[config.mk]
export PLATFORM = sky130hd
export DESIGN_NAME = packed_genotype_decode_allele_freq
export DESIGN_NICKNAME = d
export VERILOG_FILES = /design/src/rtl/core/pgd_pkg.sv /design/src/rtl/core/pgd_lane.sv /design/src/rtl/core/pgd_merge.sv /design/src/rtl/core/pgd_div.sv /design/src/rtl/core/packed_genotype_decode_allele_freq.sv
export SDC_FILE = /design/constraint.sdc
export NUM_CORES = 1
export LEC_CHECK = 0
export BUFFER_PORTS_ARGS = -buffer_cell sky130_fd_sc_hd__clkbuf_2
export CAP_MARGIN = 20
export CORE_MARGIN = 5
export CORE_UTILIZATION = 35
export CTS_CLUSTER_SIZE = 10
export DETAILED_ROUTE_END_ITERATION = 16
export MAX_ROUTING_LAYER = met4
export SETUP_SLACK_MARGIN = 0.15
export SLEW_MARGIN = 40
export SYNTH_ARGS = -nofsm -noshare
export SYNTH_HDL_FRONTEND = slang
export SYNTH_HIERARCHICAL = 1
export SYNTH_SLANG_ARGS = --single-unit
export TNS_END_PERCENT = 30
[constraint.sdc]
create_clock -name clk -period 15.7 [get_ports clk]
set_input_delay 2.355 -clock clk [delete_from_list [all_inputs] [get_ports clk]]
set_output_delay 2.355 -clock clk [all_outputs]
set_load 0.03 [all_outputs]
[src/rtl/core/pgd_pkg.sv]
// pgd_pkg: shared types, genotype codes and fixed-point constants for the
// packed genotype decoder. No dependencies.
package pgd_pkg;

  // lanes per byte and the width of one genotype code
  localparam int SLOTS  = 4;
  localparam int CODE_W = 2;

  // width of the sample count register
  localparam int CFG_W = 21;

  // quotient bits produced by the row-end divider
  localparam int QW = 16;

  // numerator shifts: mean is Q2.14 of S/N -> (S << 15 + N) / 2N,
  // maf is Q0.16 of m/2N -> (m << 16 + N) / 2N
  localparam int MEAN_SHIFT = 15;
  localparam int MAF_SHIFT  = 16;

  // genotype codes
  localparam logic [CODE_W-1:0] CODE_HOM_A = 2'b00;
  localparam logic [CODE_W-1:0] CODE_MISS  = 2'b01;
  localparam logic [CODE_W-1:0] CODE_HET   = 2'b10;
  localparam logic [CODE_W-1:0] CODE_HOM_B = 2'b11;

  typedef struct packed {
    logic [7:0]  genotype_byte;
    logic [3:0]  include_mask;
    logic [23:0] variant_index;
  } in_item_t;

  typedef struct packed {
    logic [1:0]  dosage_slot0;
    logic [1:0]  dosage_slot1;
    logic [1:0]  dosage_slot2;
    logic [1:0]  dosage_slot3;
    logic [3:0]  slot_valid_mask;
    logic [3:0]  missing_mask;
    logic        row_done;
    logic [15:0] imputed_mean;
    logic [15:0] minor_allele_freq;
    logic        all_missing;
    logic [23:0] variant_out;
  } out_item_t;

  // what one lane reports for its slot
  typedef struct packed {
    logic [1:0] dose;
    logic       valid;
    logic       miss;
    logic       called;
  } lane_res_t;

  // merged view of one byte
  typedef struct packed {
    logic [SLOTS-1:0] valid_mask;
    logic [SLOTS-1:0] miss_mask;
    logic [2:0]       called_inc;
    logic [3:0]       dose_inc;
  } merge_t;

  function automatic logic [1:0] decode_dose(input logic [CODE_W-1:0] code);
    logic [1:0] d;
    case (code)
      CODE_HOM_A: d = 2'd2;
      CODE_HET:   d = 2'd1;
      CODE_HOM_B: d = 2'd0;
      default:    d = 2'd0;
    endcase
    return d;
  endfunction

endpackage

[src/rtl/core/pgd_lane.sv]
// pgd_lane: decodes one 2-bit genotype slot and checks it against the row.
// Depends on pgd_pkg.
module pgd_lane #(
  parameter int SEW  = 21,
  parameter int CW   = 21,
  parameter int SLOT = 0
) (
  input  logic [pgd_pkg::CODE_W-1:0] code,
  input  logic                       include_bit,
  input  logic [SEW-1:0]             seen,
  input  logic [CW-1:0]              count,
  output pgd_pkg::lane_res_t         res
);

  logic in_range;

  assign in_range = ((SEW+1)'(seen) + (SEW+1)'(SLOT)) < (SEW+1)'(count);

  always_comb begin
    res.valid  = in_range && include_bit;
    res.miss   = res.valid && (code == pgd_pkg::CODE_MISS);
    res.called = res.valid && (code != pgd_pkg::CODE_MISS);
    res.dose   = res.called ? pgd_pkg::decode_dose(code) : 2'd0;
  end

endmodule

[src/rtl/core/pgd_merge.sv]
// pgd_merge: combines the four lane reports into byte masks and increments.
// Depends on pgd_pkg.
module pgd_merge (
  input  pgd_pkg::lane_res_t [pgd_pkg::SLOTS-1:0] lanes,
  output pgd_pkg::merge_t                         merged
);

  always_comb begin
    merged.called_inc = '0;
    merged.dose_inc   = '0;
    for (int k = 0; k < pgd_pkg::SLOTS; k++) begin
      merged.valid_mask[k] = lanes[k].valid;
      merged.miss_mask[k]  = lanes[k].miss;
      merged.called_inc    = merged.called_inc + 3'(lanes[k].called);
      merged.dose_inc      = merged.dose_inc + 4'(lanes[k].dose);
    end
  end

endmodule

[src/rtl/core/pgd_div.sv]
// pgd_div: restoring divider, one quotient bit per cycle, 16-bit quotient.
// The caller guarantees the quotient fits in QW bits. Depends on pgd_pkg.
module pgd_div #(
  parameter int DEN_W = 22
) (
  input  logic                           clk,
  input  logic                           rst_n,
  input  logic                           start,
  input  logic [DEN_W+pgd_pkg::QW-1:0]   num,
  input  logic [DEN_W-1:0]               den,
  output logic                           done,
  output logic [pgd_pkg::QW-1:0]         quot
);

  localparam int QW    = pgd_pkg::QW;
  localparam int NUM_W = DEN_W + QW;
  localparam int CNT_W = $clog2(QW);

  logic [DEN_W-1:0] rem_r;
  logic [QW-1:0]    low_r;
  logic [QW-1:0]    q_r;
  logic [DEN_W-1:0] den_r;
  logic [CNT_W-1:0] cnt_r;
  logic             busy_r;
  logic             done_r;

  logic [DEN_W:0]   trial;
  logic [DEN_W:0]   diff;
  logic             fits;

  assign trial = {rem_r, low_r[QW-1]};
  assign diff  = trial - {1'b0, den_r};
  assign fits  = trial >= {1'b0, den_r};

  always_ff @(posedge clk) begin
    if (!rst_n) begin
      busy_r <= 1'b0;
      done_r <= 1'b0;
      cnt_r  <= '0;
    end else begin
      done_r <= 1'b0;
      if (start) begin
        busy_r <= 1'b1;
        cnt_r  <= CNT_W'(QW - 1);
      end else if (busy_r) begin
        cnt_r <= cnt_r - 1'b1;
        if (cnt_r == '0) begin
          busy_r <= 1'b0;
          done_r <= 1'b1;
        end
      end
    end
    // datapath, no reset
    if (start) begin
      rem_r <= num[NUM_W-1:QW];
      low_r <= num[QW-1:0];
      den_r <= den;
    end else if (busy_r) begin
      rem_r <= fits ? diff[DEN_W-1:0] : trial[DEN_W-1:0];
      low_r <= {low_r[QW-2:0], 1'b0};
      q_r   <= {q_r[QW-2:0], fits};
    end
  end

  assign done = done_r;
  assign quot = q_r;

endmodule

[src/rtl/core/packed_genotype_decode_allele_freq.sv]
// packed_genotype_decode_allele_freq: top level, four decode lanes, merge,
// row counters and row-end statistics. Depends on pgd_pkg, pgd_lane,
// pgd_merge and pgd_div.

// Takes one byte of a packed variant row per request (four 2-bit genotype
// codes, slot 0 in bits 1:0) and returns one result per request: the four
// decoded dosages, the valid and missing masks and the echoed variant index.
// A byte that does not end the row has its result in the output register
// the cycle after it is taken. The byte that reaches the sample count ends
// the row; its result is registered once the shared 16-step restoring
// divider has run twice, once for the Q2.14 imputation mean and once for
// the Q0.16 minor allele frequency, and the input stalls for that whole
// time. A row with no called genotype skips the divider and returns
// all_missing at once. A new request is taken only when the output register
// is empty or its result leaves in the same cycle, so a stalled result
// holds off the input, and never while the divider runs.
// The sample count is clamped to 1..MAX_SAMPLES when written, and should
// only be written while no request is in flight; cfg_ready is always high.
module packed_genotype_decode_allele_freq #(
  parameter int MAX_SAMPLES = 1048576
) (
  input  logic                        clk,
  input  logic                        rst_n,
  input  logic                        in_valid,
  output logic                        in_stall,
  input  pgd_pkg::in_item_t           in_data,
  output logic                        out_valid,
  input  logic                        out_stall,
  output pgd_pkg::out_item_t          out_data,
  input  logic                        cfg_valid,
  output logic                        cfg_ready,
  input  logic [pgd_pkg::CFG_W-1:0]   cfg_data
);

  // count widths follow from the largest row
  localparam int CW    = $clog2(MAX_SAMPLES + 1);
  localparam int SEW   = $clog2(MAX_SAMPLES + 4);
  localparam int SW    = CW + 1;
  localparam int DEN_W = CW + 1;
  localparam int NUM_W = DEN_W + pgd_pkg::QW;
  localparam int SLOTS = pgd_pkg::SLOTS;

  typedef enum logic [2:0] {
    ST_RUN,
    ST_MEAN_GO,
    ST_MEAN_WAIT,
    ST_MAF_GO,
    ST_MAF_WAIT
  } state_t;

  state_t             state_r, state_nxt;
  logic [CW-1:0]      count_r, count_nxt;
  logic [SEW-1:0]     seen_r, seen_nxt;
  logic [CW-1:0]      called_r, called_nxt;
  logic [SW-1:0]      total_r, total_nxt;
  logic [CW-1:0]      n_r, n_nxt;
  logic [SW-1:0]      s_r, s_nxt;
  logic               out_valid_r, out_valid_nxt;
  pgd_pkg::out_item_t out_data_r, out_data_nxt;

  // lanes and merge
  pgd_pkg::lane_res_t [SLOTS-1:0] lanes;
  pgd_pkg::merge_t                merged;

  // divider
  logic                     div_start;
  logic [NUM_W-1:0]         div_num;
  logic [DEN_W-1:0]         div_den;
  logic                     div_done;
  logic [pgd_pkg::QW-1:0]   div_quot;

  logic               in_take;
  logic               cfg_take;
  logic [31:0]        cfg_ext;
  logic [SEW:0]       seen_sum;
  logic               row_end;
  logic [CW-1:0]      called_sum;
  logic [SW-1:0]      total_sum;
  logic [SW-1:0]      two_n;
  logic [SW-1:0]      other_side;
  logic [SW-1:0]      minor_s;

  genvar k;
  generate
    for (k = 0; k < SLOTS; k++) begin : g_lane
      pgd_lane #(
        .SEW  (SEW),
        .CW   (CW),
        .SLOT (k)
      ) u_lane (
        .code        (in_data.genotype_byte[pgd_pkg::CODE_W*k +: pgd_pkg::CODE_W]),
        .include_bit (in_data.include_mask[k]),
        .seen        (seen_r),
        .count       (count_r),
        .res         (lanes[k])
      );
    end
  endgenerate

  pgd_merge u_merge (
    .lanes  (lanes),
    .merged (merged)
  );

  pgd_div #(
    .DEN_W (DEN_W)
  ) u_div (
    .clk   (clk),
    .rst_n (rst_n),
    .start (div_start),
    .num   (div_num),
    .den   (div_den),
    .done  (div_done),
    .quot  (div_quot)
  );

  // handshakes
  assign in_stall  = !((state_r == ST_RUN) && (!out_valid_r || !out_stall));
  assign in_take   = in_valid && !in_stall;
  assign cfg_ready = 1'b1;
  assign cfg_take  = cfg_valid && cfg_ready;
  assign cfg_ext   = 32'(cfg_data);

  // row position and updated counters for the byte at the input
  assign seen_sum   = (SEW+1)'(seen_r) + (SEW+1)'(SLOTS);
  assign row_end    = seen_sum >= (SEW+1)'(count_r);
  assign called_sum = called_r + CW'(merged.called_inc);
  assign total_sum  = total_r + SW'(merged.dose_inc);

  // minor side of the allele count, min(S, 2N - S)
  assign two_n      = {n_r, 1'b0};
  assign other_side = two_n - s_r;
  assign minor_s    = (s_r <= other_side) ? s_r : other_side;

  assign div_den = two_n;

  always_comb begin
    state_nxt     = state_r;
    count_nxt     = count_r;
    seen_nxt      = seen_r;
    called_nxt    = called_r;
    total_nxt     = total_r;
    n_nxt         = n_r;
    s_nxt         = s_r;
    out_valid_nxt = out_valid_r;
    out_data_nxt  = out_data_r;
    div_start     = 1'b0;
    div_num       = '0;

    // result taken downstream
    if (out_valid_r && !out_stall) begin
      out_valid_nxt = 1'b0;
    end

    // clamp the sample count to 1..MAX_SAMPLES
    if (cfg_take) begin
      if (cfg_ext == 32'd0) begin
        count_nxt = CW'(1);
      end else if (cfg_ext > 32'(MAX_SAMPLES)) begin
        count_nxt = CW'(MAX_SAMPLES);
      end else begin
        count_nxt = CW'(cfg_ext);
      end
    end

    case (state_r)
      ST_RUN: begin
        if (in_take) begin
          out_data_nxt.dosage_slot0      = lanes[0].dose;
          out_data_nxt.dosage_slot1      = lanes[1].dose;
          out_data_nxt.dosage_slot2      = lanes[2].dose;
          out_data_nxt.dosage_slot3      = lanes[3].dose;
          out_data_nxt.slot_valid_mask   = merged.valid_mask;
          out_data_nxt.missing_mask      = merged.miss_mask;
          out_data_nxt.row_done          = row_end;
          out_data_nxt.imputed_mean      = '0;
          out_data_nxt.minor_allele_freq = '0;
          out_data_nxt.all_missing       = 1'b0;
          out_data_nxt.variant_out       = in_data.variant_index;
          if (row_end) begin
            // counters clear for the next row, operands held for the divider
            seen_nxt   = '0;
            called_nxt = '0;
            total_nxt  = '0;
            n_nxt      = called_sum;
            s_nxt      = total_sum;
            if (called_sum == '0) begin
              out_data_nxt.all_missing = 1'b1;
              out_valid_nxt            = 1'b1;
            end else begin
              out_valid_nxt = 1'b0;
              state_nxt     = ST_MEAN_GO;
            end
          end else begin
            seen_nxt      = seen_sum[SEW-1:0];
            called_nxt    = called_sum;
            total_nxt     = total_sum;
            out_valid_nxt = 1'b1;
          end
        end
      end
      ST_MEAN_GO: begin
        div_start = 1'b1;
        div_num   = NUM_W'({s_r, pgd_pkg::MEAN_SHIFT'(0)}) + NUM_W'(n_r);
        state_nxt = ST_MEAN_WAIT;
      end
      ST_MEAN_WAIT: begin
        if (div_done) begin
          out_data_nxt.imputed_mean = div_quot;
          state_nxt                 = ST_MAF_GO;
        end
      end
      ST_MAF_GO: begin
        div_start = 1'b1;
        div_num   = NUM_W'({minor_s, pgd_pkg::MAF_SHIFT'(0)}) + NUM_W'(n_r);
        state_nxt = ST_MAF_WAIT;
      end
      ST_MAF_WAIT: begin
        if (div_done) begin
          out_data_nxt.minor_allele_freq = div_quot;
          out_valid_nxt                  = 1'b1;
          state_nxt                      = ST_RUN;
        end
      end
      default: begin
        state_nxt = ST_RUN;
      end
    endcase
  end

  always_ff @(posedge clk) begin
    if (!rst_n) begin
      state_r     <= ST_RUN;
      count_r     <= CW'(1);
      seen_r      <= '0;
      called_r    <= '0;
      total_r     <= '0;
      out_valid_r <= 1'b0;
    end else begin
      state_r     <= state_nxt;
      count_r     <= count_nxt;
      seen_r      <= seen_nxt;
      called_r    <= called_nxt;
      total_r     <= total_nxt;
      out_valid_r <= out_valid_nxt;
    end
    // payload, no reset
    n_r        <= n_nxt;
    s_r        <= s_nxt;
    out_data_r <= out_data_nxt;
  end

  assign out_valid = out_valid_r;
  assign out_data  = out_data_r;

  // divider only reports back while a row end waits on it
  a_div_done_state: assert property (@(posedge clk) disable iff (!rst_n)
    div_done |-> (state_r == ST_MEAN_WAIT || state_r == ST_MAF_WAIT))
    else $error("divider finished outside a wait state");

  // an all-missing row ends the row and carries zero statistics
  a_all_missing_zero: assert property (@(posedge clk) disable iff (!rst_n)
    (out_valid && out_data.all_missing) |->
      (out_data.row_done && out_data.imputed_mean == 16'd0 &&
       out_data.minor_allele_freq == 16'd0))
    else $error("all_missing result with nonzero statistics");

  // missing slots are always valid slots
  a_miss_in_valid: assert property (@(posedge clk) disable iff (!rst_n)
    out_valid |-> ((out_data.missing_mask & ~out_data.slot_valid_mask) == 4'd0))
    else $error("missing bit set on a slot that is not valid");

  // mean is at most 2.0 and maf at most 0.5
  a_stat_range: assert property (@(posedge clk) disable iff (!rst_n)
    (out_valid && out_data.row_done) |->
      (out_data.imputed_mean <= 16'd32768 && out_data.minor_allele_freq <= 16'd32768))
    else $error("row statistic out of range");

endmodule
Word-level counts from Yosys, hierarchy flattened
Index checks and enable logic that the tools add are counted.
- logic and storage cells: 157
- output and inout bits: 77
- input port bits: 62
- register bits after elaboration: 287
- bitwise gates (word level): 3
- reduce and logical (&&, ||, !) cells: 38
- equal/unequal tests: 21
- magnitude comparators: 8
- $add $sub $neg: 17
- muxes and demuxes: 44
- operators with widths (operator ; number):
    $mux W22 ; 5
    $mux W21 ; 4
    $pmux W38 S2 ; 1
    $lt A22 B21 Y1 ; 3
    $pmux W16 S2 ; 2
    $mux W57 ; 1
    $mux W16 ; 3
    $add A21 B2 Y22 const B ; 2
    $sub A22 B22 Y22 ; 2
    $add A37 B21 Y38 ; 1
    $add A38 B21 Y38 ; 1
    $logic_not A32 Y1 ; 1
    $ge A23 B22 Y1 ; 1
    $add A21 B1 Y22 const B ; 1
    $add A21 B3 Y22 const B ; 1
    $add A22 B4 Y22 ; 1
    $ge A22 B21 Y1 ; 1
    $le A22 B22 Y1 ; 1
    $add A21 B3 Y21 ; 1
    $gt A21 B21 Y1 const B ; 1
    $logic_not A21 Y1 ; 1
    $lt A21 B21 Y1 ; 1
    $pmux W2 S2 ; 4
    $logic_and A1 B1 Y1 ; 15
    other kinds (31) ; 76

Longest topological paths before layout
- depth in word-level cells: 13
- mapped depth: 35
- mapped depth without buffers: 31

Modules after synthesis
Netlist, hierarchy kept.
- by module, submodules not included (module ; seq. area each (µm²) ; instances ; area each (µm²) ; cells each):
    packed_genotype_decode_allele_freq ; 5255.0 ; 1 ; 12924.9 ; 1413
    pgd_div ; 2402.3 ; 1 ; 4600.7 ; 395
    pgd_lane (g_lane[1].u_lane) ; 0.0 ; 1 ; 975.9 ; 132
    pgd_lane (g_lane[2].u_lane) ; 0.0 ; 1 ; 950.9 ; 131
    pgd_lane (g_lane[3].u_lane) ; 0.0 ; 1 ; 942.2 ; 135
    pgd_lane (g_lane[0].u_lane) ; 0.0 ; 1 ; 539.3 ; 80
    pgd_merge ; 0.0 ; 1 ; 229.0 ; 22

Worst setup path before layout
No wires, ideal clock.
- path type: register -> register
- start: reg s_r[10]
- end: reg u_div.rem_r[21] (data pin)
- required time: 15432 ps
- arrival: 6739 ps
- library setup time: 268 ps
- period minus slack after synthesis: 7007 ps
- path buffers: 5
- setup slack: 8693 ps
- stages on the path, launching flop included: 34
- cells stage by stage: edfxtp_1 inv_1 ha_1 buf_2 a21oi_1 o31ai_1 a31o_2 o311ai_0 nand3_1 a21o_1 and2_1 xor2_1 ha_1 and4_1 a221oi_4 nand4b_2 nand2_1 clkbuf_1 clkbuf_1 clkbuf_1 o21ai_0 ha_1 a21oi_1 a21boi_0 o21ai_0 nand2b_1 clkbuf_1 o211a_1 a41oi_1 a2111oi_4 xnor3_1 o21ai_1 a22oi_1 o31ai_1
- cells in the longest elaborated chain, start to end: 6
- elaborated cells between the ends (all ways): 7
- those cells by class: add/sub (3); order compare (1); mux (3)
- ends and longest elaborated chain (item ; line ; RTL):
    start: declaration ; packed_genotype_decode_allele_freq.sv:57 ; logic [SW-1:0] s_r, s_nxt;
    start signal: assignment ; packed_genotype_decode_allele_freq.sv:249 ; s_r <= s_nxt;
    $sub A22 B22 Y22 ; packed_genotype_decode_allele_freq.sv:132 ; assign other_side = two_n - s_r;
    $le A22 B22 Y1 ; packed_genotype_decode_allele_freq.sv:133 ; assign minor_s = (s_r <= other_side) ? s_r : other_side;
    $mux W22 ; packed_genotype_decode_allele_freq.sv:133 ;
    $add A38 B21 Y38 ; packed_genotype_decode_allele_freq.sv:215 ; div_num = NUM_W'({minor_s, pgd_pkg::MAF_SHIFT'(0)}) + NUM_W'(n_r);
    $pmux W38 S2 * ; packed_genotype_decode_allele_freq.sv:166 ; case (state_r)
    named net div_num[37] ; packed_genotype_decode_allele_freq.sv:67 ; logic [NUM_W-1:0] div_num;
    $mux W22 * ; pgd_div.sv:54 ; if (start) begin
    end signal: assignment ; pgd_div.sv:55 ; rem_r <= num[NUM_W-1:QW];
    end signal: assignment ; pgd_div.sv:59 ; rem_r <= fits ? diff[DEN_W-1:0] : trial[DEN_W-1:0];
    end: declaration ; pgd_div.sv:19 ; logic [DEN_W-1:0] rem_r;
Mark *: on every way through the listed nets, which the timed path passes. The rest lies on a longest branch.
A chain may end at the register's enable or synchronous reset.

Worst setup path after layout
Ends and elaborated chain as after synthesis.

==> metrics.txt <==
# TYPE chip_impl_metric gauge
chip_impl_metric{name="detail_route.wirelength",unit="mm"} 61.46
chip_impl_info{name="cts_root_buffer",value="sky130_fd_sc_hd__clkbuf_16"} 1
chip_impl_metric{name="routabilityCongestion",unit=""} 0.9375
chip_impl_info{name="startpoint",value="s_r[10]"} 1
chip_impl_metric{name="period_minus_slack",unit="ns"} 7.583
chip_impl_metric{name="drt-pass1-iter-count",unit=""} 5
chip_impl_metric{name="numCtsBuffers",unit=""} 36
chip_impl_metric{name="drv.max_cap_violation_count",unit=""} 0
chip_impl_metric{name="detail_route.iter0.violations",unit=""} 1296
chip_impl_info{name="top_flip_flop_cell_by_instance_count_after_synthesis",value="sky130_fd_sc_hd__edfxtp_1"} 1
chip_impl_metric{name="drc",unit=""} 0
chip_impl_metric{name="power_density",unit="mW/mm2"} 101.8
chip_impl_metric{name="clock-skew-final",unit="ns"} 0.03450
chip_impl_metric{name="drt.antenna.violating_nets",unit=""} 0
chip_impl_metric{name="core_region_area",unit="mm2"} 0.06013
chip_impl_metric{name="design.die.area",unit="mm2"} 0.06548
chip_impl_metric{name="syn_inst",unit=""} 2308
chip_impl_metric{name="grt_first_pass_wirelength",unit="mm"} 97.39
chip_impl_metric{name="syn2layout_area_growth",unit="%"} 12.43
chip_impl_metric{name="dp_hpwl",unit="mm"} 45.76
chip_impl_metric{name="postCtsSetupBuffers",unit=""} 0
chip_impl_metric{name="vias_per_cell",unit=""} 5.494
chip_impl_metric{name="ir_drop",unit="uV"} 62.13
chip_impl_metric{name="n_antenna_cell",unit=""} 0
chip_impl_metric{name="share_of_the_core_filled_with_cells_in_the_final_layout",unit="%"} 39.57
chip_impl_info{name="hold_class",value="reg2reg"} 1
chip_impl_info{name="r2r_end",value="u_div/rem_r[21]"} 1
chip_impl_metric{name="antenna_violations_before_repair",unit=""} 3
chip_impl_info{name="cts_tree",value="built"} 1
chip_impl_metric{name="place_inst",unit=""} 3170
chip_impl_metric{name="synth_cell_type_count",unit=""} 117
chip_impl_metric{name="portBuffers",unit=""} 137
chip_impl_metric{name="setup-tns-final",unit="ns"} 0
chip_impl_metric{name="cts.clk_slew.worst_paths",unit="ns"} 0.06
chip_impl_metric{name="setup_viol",unit=""} 0
chip_impl_metric{name="row_count",unit=""} 90
chip_impl_metric{name="max_slew.worst_pin.slew",unit="ns"} 0.7603
chip_impl_metric{name="flip_flop_and_latch_count_after_synthesis",unit=""} 286
chip_impl_info{name="startpoint_class_of_the_critical_path",value="flop"} 1
chip_impl_metric{name="synth_warnings",unit=""} 6
chip_impl_metric{name="max-clock-path-buffers",unit=""} 3
chip_impl_metric{name="postSynth.asyncResetShare",unit="%"} 0
chip_impl_metric{name="pin_count",unit=""} 139
chip_impl_metric{name="die_width",unit="um"} 255.9
chip_impl_metric{name="initial_core_util",unit="%"} 35.19
chip_impl_info{name="synth_top_area_cell",value="sky130_fd_sc_hd__edfxtp_1"} 1
chip_impl_metric{name="number_of_cells_on_the_worst_hold_path",unit=""} 2
chip_impl_info{name="top_cells_by_area_synth",value="sky130_fd_sc_hd__edfxtp_1, sky130_fd_sc_hd__ha_1, sky130_fd_sc_hd__dfxtp_1"} 1
chip_impl_metric{name="detailroute.via_count",unit=""} 17774
chip_impl_metric{name="post-route-period-util",unit="%"} 48.30
chip_impl_metric{name="cts_resized",unit=""} 0
chip_impl_metric{name="reg2reg_setup_slack",unit="ns"} 8.12
chip_impl_info{name="grt_setup_unrepaired",value="no"} 1
chip_impl_metric{name="timing.final.hold_violations",unit=""} 0
chip_impl_metric{name="rr_worst_depth",unit=""} 27
chip_impl_metric{name="static-leakage-power",unit="nW"} 9.518
chip_impl_metric{name="post_synth_instance_area",unit="mm2"} 0.02116
chip_impl_metric{name="critical_path_peak_fanout",unit=""} 27
chip_impl_metric{name="cts.htree.levels",unit=""} 2
chip_impl_metric{name="slew_headroom",unit="%"} 48.00
chip_impl_metric{name="worstPathArrival",unit="ns"} 7.95
chip_impl_info{name="run_status",value="finished clean"} 1
chip_impl_metric{name="detail_route.wl_per_cell",unit="um"} 19.00
chip_impl_info{name="timing.critical_path.to_type",value="flop"} 1
chip_impl_metric{name="track_usage",unit="%"} 18.69
chip_impl_metric{name="gr-total-overflow",unit=""} 0
chip_impl_metric{name="first_global_vias",unit=""} 17735
chip_impl_metric{name="synth_top_area_share",unit="%"} 27.39
chip_impl_metric{name="synth_edf_count",unit=""} 193
chip_impl_metric{name="grt_max_degree",unit=""} 88
chip_impl_metric{name="max_freq",unit="GHz"} 0.1319
chip_impl_info{name="critical_path_sink",value="u_div/rem_r[21]"} 1
chip_impl_metric{name="final-instance-count-excl-fill",unit=""} 3235
chip_impl_info{name="critical_path.reg2reg.startpoint",value="s_r[10]"} 1
chip_impl_metric{name="fraction_of_final_layout_cells_sized_beyond_drive_strength_1",unit="%"} 13.29
chip_impl_metric{name="timing_max_transition_violations_final",unit=""} 0
chip_impl_metric{name="finalNetCount",unit=""} 2692
chip_impl_metric{name="cts.sinks",unit=""} 286
chip_impl_metric{name="height_of_the_die",unit="um"} 255.9
chip_impl_metric{name="syn_area_per_cell",unit="um2"} 9.169
chip_impl_info{name="path_class",value="reg2reg"} 1
chip_impl_metric{name="clk_latency",unit="ns"} 0.56
chip_impl_metric{name="ys_seq_area_share",unit="%"} 36.18
chip_impl_metric{name="postCtsHoldBufs",unit=""} 0
chip_impl_metric{name="worst_ep_required_time",unit="ns"} 16.07
-- cell usage after synthesis, drive strengths merged, types with 24 or more instances --
cell / number
inv: 205
nand4: 97
buf: 24
ha: 192
edfxtp: 193
xor2: 59
a21o: 32
nand3: 96
nor2: 132
mux2: 36
and3: 30
a21oi: 173
nor2b: 30
o21ai: 82
clkbuf: 77
and2: 66
nor3: 52
dfxtp: 93
xnor2: 115
nand2: 197
-- worst min-delay path by stage --
stage | from | endpoint | slack (ns)
2_1_floorplan | u_div/quot[9] | u_div/quot[10] | 0.43
3_3_place_gp | u_div/quot[9] | u_div/quot[10] | 0.44
6_report | called_r[2] | called_r[2] | 0.46
5_1_grt | u_div/quot[2] | u_div/quot[3] | 0.48
4_1_cts | called_r[2] | called_r[2] | 0.46
3_5_place_dp | u_div/quot[13] | u_div/quot[14] | 0.45
-- power by group --
group / switching, W / leakage (nW) / internal (W)
clock: 0.000325 / 0.506 / 0.000428
sequential: 0.0000457 / 2.58 / 0.000882
combinational: 0.000479 / 6.43 / 0.000262
-- per-layer routing --
layer	wire length (um)	up-vias	global-route usage, %
li1	-	8581	-
met1	26620	8617	23.49
met2	29530	464	31.11
met3	2934	112	2.358
met4	2365	0	6.852
met5	0	-	-
-- worst max-delay path, stage by stage (launching register included) --
cell	delay, ns
sky130_fd_sc_hd__edfxtp_1	0.53
sky130_fd_sc_hd__inv_1	0.16
sky130_fd_sc_hd__ha_1	0.44
sky130_fd_sc_hd__a21oi_1	0.37
sky130_fd_sc_hd__o31ai_1	0.14
sky130_fd_sc_hd__a31o_2	0.25
sky130_fd_sc_hd__o311ai_0	0.41
sky130_fd_sc_hd__nand3_1	0.16
sky130_fd_sc_hd__a21o_1	0.21
sky130_fd_sc_hd__and2_1	0.18
sky130_fd_sc_hd__xor2_1	0.15
sky130_fd_sc_hd__ha_1	0.33
sky130_fd_sc_hd__and4_1	0.23
sky130_fd_sc_hd__a221oi_4	0.32
sky130_fd_sc_hd__nand4b_2	0.27
sky130_fd_sc_hd__nand2_1	0.19
sky130_fd_sc_hd__buf_4	0.32
sky130_fd_sc_hd__o21ai_0	0.14
sky130_fd_sc_hd__ha_1	0.32
sky130_fd_sc_hd__a21boi_0	0.24
sky130_fd_sc_hd__o21ai_0	0.11
sky130_fd_sc_hd__nand2b_1	0.38
sky130_fd_sc_hd__a41oi_2	0.39
sky130_fd_sc_hd__a2111oi_4	0.33
sky130_fd_sc_hd__xnor3_1	0.38
sky130_fd_sc_hd__o21ai_1	0.21
sky130_fd_sc_hd__a22oi_1	0.12
sky130_fd_sc_hd__o31ai_1	0.10
-- state kept, by name, summed over array words and instances (netlist names) --
| register | flops |
|---|---|
| s_r | 22 |
| u_div/low_r | 16 |
| u_div/done | 1 |
| u_div/quot | 16 |
| state_r | 3 |
| n_r | 21 |
| seen_r | 19 |
| out_data | 74 |
| u_div/rem_r | 22 |
| count_r | 21 |
| u_div/busy_r | 1 |
| u_div/cnt_r | 4 |
| out_valid | 1 |
| total_r | 22 |
| u_div/den_r | 22 |
| called_r | 21 |
-- cells in the final DEF (no fill, tap or decap), types with 13 or more instances in the layout --
master and n:
sky130_fd_sc_hd__and2_1 63, sky130_fd_sc_hd__xor2_1 59, sky130_fd_sc_hd__conb_1 24, sky130_fd_sc_hd__mux2_2 29, sky130_fd_sc_hd__a2bb2oi_1 15, sky130_fd_sc_hd__a31oi_1 21
sky130_fd_sc_hd__nand2b_1 16, sky130_fd_sc_hd__a21o_1 31, sky130_fd_sc_hd__inv_1 200, sky130_fd_sc_hd__clkbuf_1 17, sky130_fd_sc_hd__edfxtp_1 193, sky130_fd_sc_hd__and3_1 27
sky130_fd_sc_hd__buf_4 19, sky130_fd_sc_hd__ha_1 192, sky130_fd_sc_hd__dfxtp_1 93, sky130_fd_sc_hd__o21ai_0 70, sky130_fd_sc_hd__a211oi_1 16, sky130_fd_sc_hd__nor4_1 22
sky130_fd_sc_hd__nand3_1 91, sky130_fd_sc_hd__a21oi_1 167, sky130_fd_sc_hd__nand4_1 94, sky130_fd_sc_hd__or3_1 13, sky130_fd_sc_hd__xnor2_1 115, sky130_fd_sc_hd__o211ai_1 14
sky130_fd_sc_hd__clkbuf_2 137, sky130_fd_sc_hd__nor3_1 44, sky130_fd_sc_hd__nand2_1 195, sky130_fd_sc_hd__nor2b_1 30, sky130_fd_sc_hd__clkbuf_16 36, sky130_fd_sc_hd__nor2_1 130
-- cell families (layout without fill, tap and decap cells) --
logic type / after synthesis / after routing / synth area share (%)
AOI/OAI and AO/OA: 477 / 477 / 15.15
and+or+nand+nor: 814 / 814 / 20.70
muxes: 45 / 45 / 2.465
other: 2 / 24 / 0.03549
buffers and inverters: 306 / 429 / 5.770
DFF: 286 / 286 / 36.18
xor gates and xnor gates: 175 / 175 / 7.308
adders and majority gates: 203 / 203 / 12.39
-- per-stage QoR --
stage / worst slack, ns / hold WS (ns) / cell area (um2) / power (W)
after global placement: 8.330 / 0.4396 / 22680 / 0.001656
final: 8.117 / 0.4559 / 23790 / 0.002422
after detailed placement: 8.147 / 0.4482 / 22710 / 0.001672
after global routing: 7.687 / 0.4784 / 23790 / 0.002551
after CTS: 8.073 / 0.4592 / 23760 / 0.002433
after floorplan: 8.693 / 0.4322 / 21250 / 0.001456
-- layout make-up --
class	instances	area [um2]
clock buffers	53	964.7
well taps	782	978.4
fillers	6053	36340
inverters	205	770.7
repair buffers	160	882.1
flip-flops and latches	286	7657
multi-input cells	1738	12460
clock inverters	11	83.83
Note: power is estimated with default switching activity, not from simulation.
